==> config.mk <==
export PLATFORM = sky130hd
export DESIGN_NAME = point_in_sky_box_flat
export DESIGN_NICKNAME = d
export VERILOG_FILES = /design/src/psb_pkg.sv /design/src/psb_if.sv /design/src/psb_wrap.sv /design/src/psb_judge.sv /design/src/point_in_sky_box.sv /design/src/flat_wrapper.sv
export VERILOG_INCLUDE_DIRS = /design/src /design/src/src
export SDC_FILE = /design/constraint.sdc
export NUM_CORES = 1
export LEC_CHECK = 0
export ABC_AREA = 1
export BUFFER_PORTS_ARGS = -buffer_cell sky130_fd_sc_hd__clkbuf_2
export CAP_MARGIN = 30
export CORE_ASPECT_RATIO = 0.75
export CORE_MARGIN = 1
export CORE_UTILIZATION = 65
export DETAILED_ROUTE_END_ITERATION = 10
export PLACE_DENSITY = 0.92
export SYNTH_ARGS = -nofsm -noshare
export SYNTH_HDL_FRONTEND = slang
export SYNTH_HIERARCHICAL = 1
export SYNTH_SLANG_ARGS = --single-unit
==> constraint.sdc <==
create_clock -name clk -period 23 [get_ports clk]
set_input_delay 2.3 -clock clk [delete_from_list [all_inputs] [get_ports clk]]
set_output_delay 2.3 -clock clk [all_outputs]
set_load 0.005 [all_outputs]
==> src/point_in_sky_box_defines.svh <==
// Assertion macros shared by the sky box RTL.
// Depends on nothing; the using module must have clk and rst_n in scope.
`ifndef POINT_IN_SKY_BOX_DEFINES_SVH
`define POINT_IN_SKY_BOX_DEFINES_SVH

// Same-cycle implication, checked out of reset.
`define PSB_ASSERT_IMP(lbl, ante, cons, msg) \
  lbl: assert property (@(posedge clk) disable iff (!rst_n) (ante) |-> (cons)) \
    else $error(msg);

// Next-cycle implication, checked out of reset.
`define PSB_ASSERT_NXT(lbl, ante, cons, msg) \
  lbl: assert property (@(posedge clk) disable iff (!rst_n) (ante) |=> (cons)) \
    else $error(msg);

`endif

==> src/psb_pkg.sv <==
// Package for the sky box point test: verdict codes and numeric constants.
// Depends on nothing.
package psb_pkg;

  // Default angle format: signed degrees with a binary fraction.
  localparam int ANGLE_WIDTH_DEF     = 40;
  localparam int ANGLE_FRAC_BITS_DEF = 20;

  // One null flag per angle operand.
  localparam int NUM_OPERANDS = 6;

  // 360 degrees is 45 * 2^(F+3); the 45 part is reduced separately.
  localparam int LOW_SHIFT_EXTRA = 3;
  localparam int MOD_BASE        = 45;
  localparam int MOD_BITS        = 6;

  // 2^12 is 1 modulo 45, so 12-bit chunks can simply be summed.
  localparam int CHUNK_BITS = 12;
  localparam int SUM_BITS   = 16;
  localparam int FOLD_BITS  = 13;

  // floor(2^18 / 45): quotient estimate is low by at most one.
  localparam int MOD_RECIP       = 5825;
  localparam int MOD_RECIP_SHIFT = 18;
  localparam int PROD_BITS       = 26;

  typedef enum logic [1:0] {
    VERDICT_OUTSIDE = 2'd0,
    VERDICT_INSIDE  = 2'd1,
    VERDICT_NULL    = 2'd2
  } verdict_t;

endpackage

==> src/psb_if.sv <==
// Valid/ready channels for the sky box test: the item channel and the verdict channel.
// Depends on psb_pkg for the default angle width and operand count.
interface psb_in_if #(
  parameter int ANGLE_WIDTH = psb_pkg::ANGLE_WIDTH_DEF
) ();
  logic                                valid;
  logic                                ready;
  logic signed [ANGLE_WIDTH-1:0]       pos_ra;
  logic signed [ANGLE_WIDTH-1:0]       pos_dec;
  logic signed [ANGLE_WIDTH-1:0]       box_ra_low;
  logic signed [ANGLE_WIDTH-1:0]       box_dec_low;
  logic signed [ANGLE_WIDTH-1:0]       box_ra_high;
  logic signed [ANGLE_WIDTH-1:0]       box_dec_high;
  logic [psb_pkg::NUM_OPERANDS-1:0]    null_mask;

  modport source (
    output valid, pos_ra, pos_dec, box_ra_low, box_dec_low, box_ra_high,
           box_dec_high, null_mask,
    input  ready
  );
  modport sink (
    input  valid, pos_ra, pos_dec, box_ra_low, box_dec_low, box_ra_high,
           box_dec_high, null_mask,
    output ready
  );
endinterface

interface psb_out_if ();
  logic       valid;
  logic       ready;
  logic [1:0] verdict;

  modport source (output valid, verdict, input ready);
  modport sink (input valid, verdict, output ready);
endinterface

==> src/psb_wrap.sv <==
// Reduces a signed angle modulo 360 degrees into [0, 360).
// Depends on psb_pkg for the chunk-folding and reciprocal constants.
module psb_wrap #(
  parameter int CW = 41,
  parameter int F  = psb_pkg::ANGLE_FRAC_BITS_DEF
) (
  input  logic signed [CW-1:0] angle,
  output logic [F+8:0]         wrapped
);
  localparam int SH  = F + psb_pkg::LOW_SHIFT_EXTRA;
  localparam int QW  = CW - SH;
  localparam int NCH = (QW + psb_pkg::CHUNK_BITS - 1) / psb_pkg::CHUNK_BITS;
  localparam int EW  = NCH * psb_pkg::CHUNK_BITS;
  localparam int CB  = psb_pkg::CHUNK_BITS;
  localparam int SB  = psb_pkg::SUM_BITS;
  localparam int FB  = psb_pkg::FOLD_BITS;
  localparam int PB  = psb_pkg::PROD_BITS;
  localparam int MB  = psb_pkg::MOD_BITS;

  logic signed [QW-1:0] q_hi;
  logic [EW-1:0]        q_ext;
  logic [SB-1:0]        chunk_sum;
  logic [FB-1:0]        folded;
  logic [PB-1:0]        prod;
  logic [FB-1:0]        quo;
  logic [FB-1:0]        rem_est;
  logic [FB-1:0]        rem;

  // Upper part counts multiples of 2^(F+3); only its value modulo 45 matters.
  assign q_hi  = angle[CW-1:SH];
  assign q_ext = EW'(q_hi);

  // Sum the 12-bit chunks; the two's complement weight of the sign is -1 mod 45,
  // which is the same as adding 44.
  always_comb begin
    chunk_sum = q_hi[QW-1] ? SB'(psb_pkg::MOD_BASE - 1) : '0;
    for (int i = 0; i < NCH; i++) begin
      chunk_sum = chunk_sum + SB'(q_ext[i*CB +: CB]);
    end
  end

  // Fold once more, then divide by 45 with a reciprocal and one correction.
  assign folded  = FB'(chunk_sum[CB-1:0]) + FB'(chunk_sum[SB-1:CB]);
  assign prod    = PB'(folded) * PB'(psb_pkg::MOD_RECIP);
  assign quo     = FB'(prod >> psb_pkg::MOD_RECIP_SHIFT);
  assign rem_est = folded - FB'(quo * FB'(psb_pkg::MOD_BASE));
  assign rem     = (rem_est >= FB'(psb_pkg::MOD_BASE)) ?
                   rem_est - FB'(psb_pkg::MOD_BASE) : rem_est;

  // The low bits are already below 2^(F+3) and pass straight through.
  assign wrapped = {rem[MB-1:0], angle[SH-1:0]};
endmodule

==> src/psb_judge.sv <==
// Combinational verdict for one registered item: range checks and box test.
// Depends on psb_pkg for verdict codes and on psb_wrap for the 360 reduction.
module psb_judge #(
  parameter int ANGLE_WIDTH     = psb_pkg::ANGLE_WIDTH_DEF,
  parameter int ANGLE_FRAC_BITS = psb_pkg::ANGLE_FRAC_BITS_DEF
) (
  input  logic signed [ANGLE_WIDTH-1:0]    pos_ra,
  input  logic signed [ANGLE_WIDTH-1:0]    pos_dec,
  input  logic signed [ANGLE_WIDTH-1:0]    box_ra_low,
  input  logic signed [ANGLE_WIDTH-1:0]    box_dec_low,
  input  logic signed [ANGLE_WIDTH-1:0]    box_ra_high,
  input  logic signed [ANGLE_WIDTH-1:0]    box_dec_high,
  input  logic [psb_pkg::NUM_OPERANDS-1:0] null_mask,
  output psb_pkg::verdict_t                verdict
);
  localparam int W  = ANGLE_WIDTH;
  localparam int F  = ANGLE_FRAC_BITS;
  // Wide enough for the angles and for the 360 degree constant, signed.
  localparam int CW = ((W > F + 10) ? W : F + 10) + 1;
  localparam int RW = F + 9;

  localparam logic signed [CW-1:0] DEG_90  = CW'(64'd90 << F);
  localparam logic signed [CW-1:0] DEG_360 = CW'(64'd360 << F);

  logic signed [CW-1:0] ra, dec, ra_lo, dec_lo, ra_hi, dec_hi;
  logic signed [CW:0]   span;
  logic [RW-1:0]        p_w, lo_w, hi_w;
  logic                 dec_bad, reversed, rev_bad, band_miss, full, hit;

  assign ra     = CW'(pos_ra);
  assign dec    = CW'(pos_dec);
  assign ra_lo  = CW'(box_ra_low);
  assign dec_lo = CW'(box_dec_low);
  assign ra_hi  = CW'(box_ra_high);
  assign dec_hi = CW'(box_dec_high);

  // Declinations must lie in [-90, 90].
  assign dec_bad = (dec < -DEG_90) || (dec > DEG_90) ||
                   (dec_lo < -DEG_90) || (dec_lo > DEG_90) ||
                   (dec_hi < -DEG_90) || (dec_hi > DEG_90);

  // A reversed box is only legal when both ends already lie in [0, 360].
  assign reversed = ra_hi < ra_lo;
  assign rev_bad  = reversed && ((ra_hi < 0) || (ra_lo > DEG_360));

  assign band_miss = (dec_lo > dec_hi) || (dec < dec_lo) || (dec > dec_hi);

  // A span of a full turn or more covers every right ascension.
  assign span = (CW+1)'(ra_hi) - (CW+1)'(ra_lo);
  assign full = !reversed && (span >= (CW+1)'(DEG_360));

  psb_wrap #(.CW(CW), .F(F)) u_wrap_pos (.angle(ra),    .wrapped(p_w));
  psb_wrap #(.CW(CW), .F(F)) u_wrap_lo  (.angle(ra_lo), .wrapped(lo_w));
  psb_wrap #(.CW(CW), .F(F)) u_wrap_hi  (.angle(ra_hi), .wrapped(hi_w));

  // Ordered box is an interval; otherwise it wraps through zero.
  assign hit = (lo_w <= hi_w) ? ((p_w >= lo_w) && (p_w <= hi_w))
                              : ((p_w >= lo_w) || (p_w <= hi_w));

  // Priority follows the checks: nulls and bad arguments first.
  always_comb begin
    if (null_mask != '0 || dec_bad || rev_bad) begin
      verdict = psb_pkg::VERDICT_NULL;
    end else if (band_miss) begin
      verdict = psb_pkg::VERDICT_OUTSIDE;
    end else if (full || hit) begin
      verdict = psb_pkg::VERDICT_INSIDE;
    end else begin
      verdict = psb_pkg::VERDICT_OUTSIDE;
    end
  end
endmodule

==> src/point_in_sky_box.sv <==
// Sky box point test, top level: item register, verdict logic and result register.
// Depends on psb_pkg, psb_if, psb_judge and point_in_sky_box_defines.svh.
//
// Each transfer on in_ch carries a sky position, a right ascension/declination
// box and per-operand null flags; exactly one verdict per item leaves on out_ch
// in the order the items came in (0 outside, 1 inside, 2 null or invalid).
// The block takes one item every clock cycle while in_ch.ready is high. Each verdict
// passes through the item register and then the result register, with the range
// checks and three modulo-360 reductions in between.
// in_ch.ready drops only when both registers hold items and out_ch is stalled.
`include "point_in_sky_box_defines.svh"

module point_in_sky_box #(
  parameter int ANGLE_WIDTH     = psb_pkg::ANGLE_WIDTH_DEF,
  parameter int ANGLE_FRAC_BITS = psb_pkg::ANGLE_FRAC_BITS_DEF
) (
  input logic         clk,
  input logic         rst_n,
  psb_in_if.sink      in_ch,
  psb_out_if.source   out_ch
);
  localparam int W = ANGLE_WIDTH;

  logic                             s1_v_r, s1_v_nxt;
  logic signed [W-1:0]              pos_ra_r, pos_dec_r, box_ra_low_r, box_dec_low_r;
  logic signed [W-1:0]              box_ra_high_r, box_dec_high_r;
  logic [psb_pkg::NUM_OPERANDS-1:0] null_mask_r;
  logic                             out_v_r, out_v_nxt;
  psb_pkg::verdict_t                verdict_r, verdict_nxt;
  logic                             out_adv;
  logic                             in_load;

  // The result register moves when it is empty or its item transfers out.
  assign out_adv  = !out_v_r || out_ch.ready;
  assign in_load  = !s1_v_r || out_adv;
  assign in_ch.ready = in_load;

  assign s1_v_nxt  = in_load ? in_ch.valid : s1_v_r;
  assign out_v_nxt = out_adv ? s1_v_r : out_v_r;

  // Valid bits of the item register and the result register.
  always_ff @(posedge clk) begin
    if (!rst_n) begin
      s1_v_r  <= 1'b0;
      out_v_r <= 1'b0;
    end else begin
      s1_v_r  <= s1_v_nxt;
      out_v_r <= out_v_nxt;
    end
  end

  // Item register payload, loaded on each input transfer.
  always_ff @(posedge clk) begin
    if (in_load && in_ch.valid) begin
      pos_ra_r       <= in_ch.pos_ra;
      pos_dec_r      <= in_ch.pos_dec;
      box_ra_low_r   <= in_ch.box_ra_low;
      box_dec_low_r  <= in_ch.box_dec_low;
      box_ra_high_r  <= in_ch.box_ra_high;
      box_dec_high_r <= in_ch.box_dec_high;
      null_mask_r    <= in_ch.null_mask;
    end
  end

  psb_judge #(
    .ANGLE_WIDTH     (ANGLE_WIDTH),
    .ANGLE_FRAC_BITS (ANGLE_FRAC_BITS)
  ) u_judge (
    .pos_ra       (pos_ra_r),
    .pos_dec      (pos_dec_r),
    .box_ra_low   (box_ra_low_r),
    .box_dec_low  (box_dec_low_r),
    .box_ra_high  (box_ra_high_r),
    .box_dec_high (box_dec_high_r),
    .null_mask    (null_mask_r),
    .verdict      (verdict_nxt)
  );

  // Result register payload.
  always_ff @(posedge clk) begin
    if (out_adv && s1_v_r) begin
      verdict_r <= verdict_nxt;
    end
  end

  assign out_ch.valid   = out_v_r;
  assign out_ch.verdict = verdict_r;

  // A full pipeline with a stalled output must not take another item.
  `PSB_ASSERT_IMP(a_full_stall_blocks, s1_v_r && out_v_r && !out_ch.ready,
                  !in_ch.ready, "item taken while pipeline full and stalled")
  // An item in the first register moves to the result register when it frees.
  `PSB_ASSERT_NXT(a_item_advances, s1_v_r && out_adv, out_v_r,
                  "item lost between registers")
  // Any null flag forces the null verdict.
  `PSB_ASSERT_NXT(a_null_flag_null, s1_v_r && out_adv && (null_mask_r != '0),
                  out_v_r && (verdict_r == psb_pkg::VERDICT_NULL),
                  "null operand not reported as null")
  // With no new item and an idle output, the first register drains.
  `PSB_ASSERT_NXT(a_drain, !in_ch.valid && !out_v_r, !s1_v_r,
                  "item register did not drain")
endmodule

==> src/flat_wrapper.sv <==
// flat-port wrapper written by rule: the top's interface ports become plain ports
module point_in_sky_box_flat 
#(
  parameter int ANGLE_WIDTH     = psb_pkg::ANGLE_WIDTH_DEF,
  parameter int ANGLE_FRAC_BITS = psb_pkg::ANGLE_FRAC_BITS_DEF
)
  (clk, rst_n, in_ch_valid, in_ch_pos_ra, in_ch_pos_dec, in_ch_box_ra_low, in_ch_box_dec_low, in_ch_box_ra_high, in_ch_box_dec_high, in_ch_null_mask, in_ch_ready, out_ch_valid, out_ch_verdict, out_ch_ready);
  psb_in_if #(.ANGLE_WIDTH(ANGLE_WIDTH)) in_ch_i ();
  psb_out_if out_ch_i ();
  input logic clk;
  input logic rst_n;
  input wire logic [$bits(in_ch_i.valid)-1:0] in_ch_valid;
  input wire logic [$bits(in_ch_i.pos_ra)-1:0] in_ch_pos_ra;
  input wire logic [$bits(in_ch_i.pos_dec)-1:0] in_ch_pos_dec;
  input wire logic [$bits(in_ch_i.box_ra_low)-1:0] in_ch_box_ra_low;
  input wire logic [$bits(in_ch_i.box_dec_low)-1:0] in_ch_box_dec_low;
  input wire logic [$bits(in_ch_i.box_ra_high)-1:0] in_ch_box_ra_high;
  input wire logic [$bits(in_ch_i.box_dec_high)-1:0] in_ch_box_dec_high;
  input wire logic [$bits(in_ch_i.null_mask)-1:0] in_ch_null_mask;
  output wire logic [$bits(in_ch_i.ready)-1:0] in_ch_ready;
  output wire logic [$bits(out_ch_i.valid)-1:0] out_ch_valid;
  output wire logic [$bits(out_ch_i.verdict)-1:0] out_ch_verdict;
  input wire logic [$bits(out_ch_i.ready)-1:0] out_ch_ready;
  assign in_ch_i.valid = in_ch_valid;
  assign in_ch_i.pos_ra = in_ch_pos_ra;
  assign in_ch_i.pos_dec = in_ch_pos_dec;
  assign in_ch_i.box_ra_low = in_ch_box_ra_low;
  assign in_ch_i.box_dec_low = in_ch_box_dec_low;
  assign in_ch_i.box_ra_high = in_ch_box_ra_high;
  assign in_ch_i.box_dec_high = in_ch_box_dec_high;
  assign in_ch_i.null_mask = in_ch_null_mask;
  assign in_ch_ready = in_ch_i.ready;
  assign out_ch_valid = out_ch_i.valid;
  assign out_ch_verdict = out_ch_i.verdict;
  assign out_ch_i.ready = out_ch_ready;
  point_in_sky_box #(.ANGLE_WIDTH(ANGLE_WIDTH), .ANGLE_FRAC_BITS(ANGLE_FRAC_BITS)) u_core (.clk(clk), .rst_n(rst_n), .in_ch(in_ch_i), .out_ch(out_ch_i));
endmodule
==> out/summary.txt <==
Reg clk slew, reported paths - 0.07 ns
Synth area leaders - edfxtp_1 (24%), ha_1 (23%), fa_1 (10%)
Top_reg_cell synth - edfxtp_1
IO buf count - 253
Post-Syn Instances - 3,945
Final Hold Fails - 0
Share of cells above drive strength 1 - 10.0%
Crit path kind - flop to flop
Largest area contributor in the netlist - edfxtp_1
Most used cell, CP - nand2_1
WP buf/inv - 9
Clock Skew - 0.0176 ns
Post-DP HPWL - 70.7 mm
Fin crit period - 13.77 ns
Reg2Reg Depth - 67
First-pass GRT wire length - 134 mm
Top delay family on crit path - adder cells
CTS Buf Count - 27
Clock tree buffer depth - 3
Mapped cell area - 31,600 µm²
Status - finished clean
Clk sinks - 250
Via count - 27,500
Actual slew at the worst max-slew pin - 1.00 ns
Core area - 47,700 µm²
Worst setup EP type - flop
CTS tree - built
Cell variety after synth - 54
Hold path depth - 2
Hold Crit Class - flop to flop
Final Worst Setup Slack - 9.23 ns
Final setup TNS - 0 ns
Syn Nets - 4,931
ANT nets after route - 0
Crit path arrival time - 14.10 ns
Largest net degree at the start of global routing - 94
Sequential-to-total area share from yosys stat - 23.7%
DR pass1 iterations - 8
RSZ-0062 raised after global routing - false
Hold WS - 0.494 ns
Number of synthesized flops with an enable pin - 248
Crit path depth - 67
Die area - 49,500 µm²
Worst slew margin - 33.1%
Max Clk Rate - 72.6 MHz
Worst EP required - 23.33 ns
Total track usage - 33.9%
Fill cells - 3,637
Clk_lat worst skew - 0.59 ns
Final setup viols - 0
Worst-path fanout max - 7
H-tree levels - 1
Die Ht - 193 µm
Asr flop ratio synth - 0%
Synth warn - 6
Row count - 69
Max incr delay on CP - 0.55 ns
Vias in the first global route - 26,900
WL per Instance - 17.4 µm
Clk root buf - clkbuf_16
Number of remaining DRC errors - 0
Post-Route WL - 84.1 mm
CTS Hold Buffers Added - 0
Post-CTS Repair Setup Buffers - 0
CP startpoint kind - flop
Remaining Overflow, GRT - 0
Post-CTS sizing - 0
Flops & latches, synth - 250
Max-Cap Viols - 0
First DRT Iteration DRCs - 2,775
NumNets Final - 5,145
Vias per Instance - 5.71
Area share of the largest cell type after synthesis - 23.6%
Starting density of the core - 66.3%
Slowest-stage cell, CP - edfxtp_1
Period utilization - 59.9%
Io pins - 254
Die width - 257 µm
GPL Wtd Cong - 0.986
Syn_area_per_cell - 8.01 µm²
Area growth from synthesis to layout - 7.78%
Worst slack, placed - 9.44 ns
Initial antenna violation count - 7
Max Slew Vio Count - 0
per-stage QoR:
| step | cell area [µm²] | std cells | util, % |
|---|---|---|---|
| finish | 34100 | 4825 | 71.5 |
| global route | 34100 | 4824 | 71.5 |
| CTS | 34000 | 4819 | 71.4 |
| detailed placement | 33200 | 4769 | 69.6 |
| global placement | 33200 | 4769 | 69.6 |
| floorplan | 31600 | 3945 | - |
cells by family (layout without fill, tap and decap cells):
family	Yosys count	after routing	share of synthesized area, %
and+or+nand+nor	1560	1560	21.7
buffers and inverters	907	1142	11.6
adders and majority gates	736	736	33.0
AOI/OAI and AO/OA	399	399	7.12
DFF	250	250	23.7
xor gates and xnor gates	93	93	2.84
other	0	6	0
final timing paths:
check | from | to | slack, ns
hold reg to reg | u_core/s1_v_r | u_core/out_ch.valid | 0.49
setup / recovery | u_core/box_ra_high_r[39] | u_core/out_ch.verdict[0] | 9.23
setup reg to reg | u_core/box_ra_high_r[39] | u_core/out_ch.verdict[0] | 9.23
hold / removal | u_core/s1_v_r | u_core/out_ch.valid | 0.49
flip-flops by register name, summed over array words and instances, names as in the netlist:
| register | cells |
|---|---|
| u_core/box_dec_high_r | 40 |
| u_core/box_dec_low_r | 40 |
| u_core/box_ra_high_r | 40 |
| u_core/box_ra_low_r | 40 |
| u_core/pos_dec_r | 40 |
| u_core/pos_ra_r | 40 |
| u_core/null_mask_r | 6 |
| u_core/out_ch.verdict | 2 |
| u_core/out_ch.valid | 1 |
| u_core/s1_v_r | 1 |
cell usage in the layout, fill, tap and decap left out, types with 6 or more instances in the layout:
| master | netlist | final |
|---|---|---|
| a21o_1 | 13 | 13 |
| clkbuf_16 | 0 | 27 |
| inv_1 | 827 | 826 |
| xor2_1 | 66 | 66 |
| ha_1 | 573 | 573 |
| nand3_1 | 194 | 194 |
| o21bai_1 | 23 | 23 |
| nor2_2 | 11 | 11 |
| a31oi_1 | 8 | 8 |
| o21a_1 | 8 | 8 |
| nor4_1 | 27 | 27 |
| o211ai_1 | 12 | 12 |
| nand3b_1 | 18 | 18 |
| nor3_1 | 46 | 46 |
| edfxtp_1 | 248 | 248 |
| fa_1 | 163 | 163 |
| o21ai_1 | 7 | 7 |
| or2_2 | 8 | 8 |
| xnor2_1 | 19 | 19 |
| nand2_1 | 846 | 846 |
| o21ai_0 | 81 | 81 |
| nor2_4 | 10 | 10 |
| nand2_2 | 40 | 40 |
| a21oi_1 | 222 | 222 |
| diode_2 | 0 | 6 |
| clkbuf_2 | 0 | 253 |
| nor2_1 | 256 | 256 |
| nand4_1 | 67 | 67 |
| nand3_2 | 16 | 16 |
| clkinvlp_4 | 0 | 7 |
| inv_2 | 8 | 8 |
tightest hold or removal path, delay by kind of cell (launching register included):
family	cells	cell delay (ns)
DFF	1	0.32
buffers and inverters	1	0.07
AOI/OAI and AO/OA	1	0.06
cell usage after synthesis (66+ instances only):
library cell and number:
a21oi_1 222, nand2_1 846, nor2_1 256, edfxtp_1 248, fa_1 163, nand4_1 67
inv_1 827, buf_4 69, o21ai_0 81, xor2_1 66, nand3_1 194, ha_1 573
area by class of cell:
cell class              count  area (µm²)  share of cell area (%)
inverters                 837        3150                    9.25
diodes                      6        15.0                  0.0441
repair buffers            255        1280                    3.76
multi-input cells        2788       20400                    60.0
flip-flops and latches    250        7490                    22.0
clock inverters            21         193                   0.566
clock buffers              29         683                    2.01
well taps                 639         800                    2.35
routing by layer:
metal / up-vias / track usage [%] / routed length (µm)
met5: - / 0 / 13
met4: 2 / 12.5 / 2860
met3: 210 / 5.83 / 8420
met2: 1423 / 53.6 / 36500
met1: 12700 / 47.1 / 36400
li1: 13200 / - / -
Power is not shown: default switching activity piles up to over one toggle a cycle in this logic, so the estimate is an artifact.
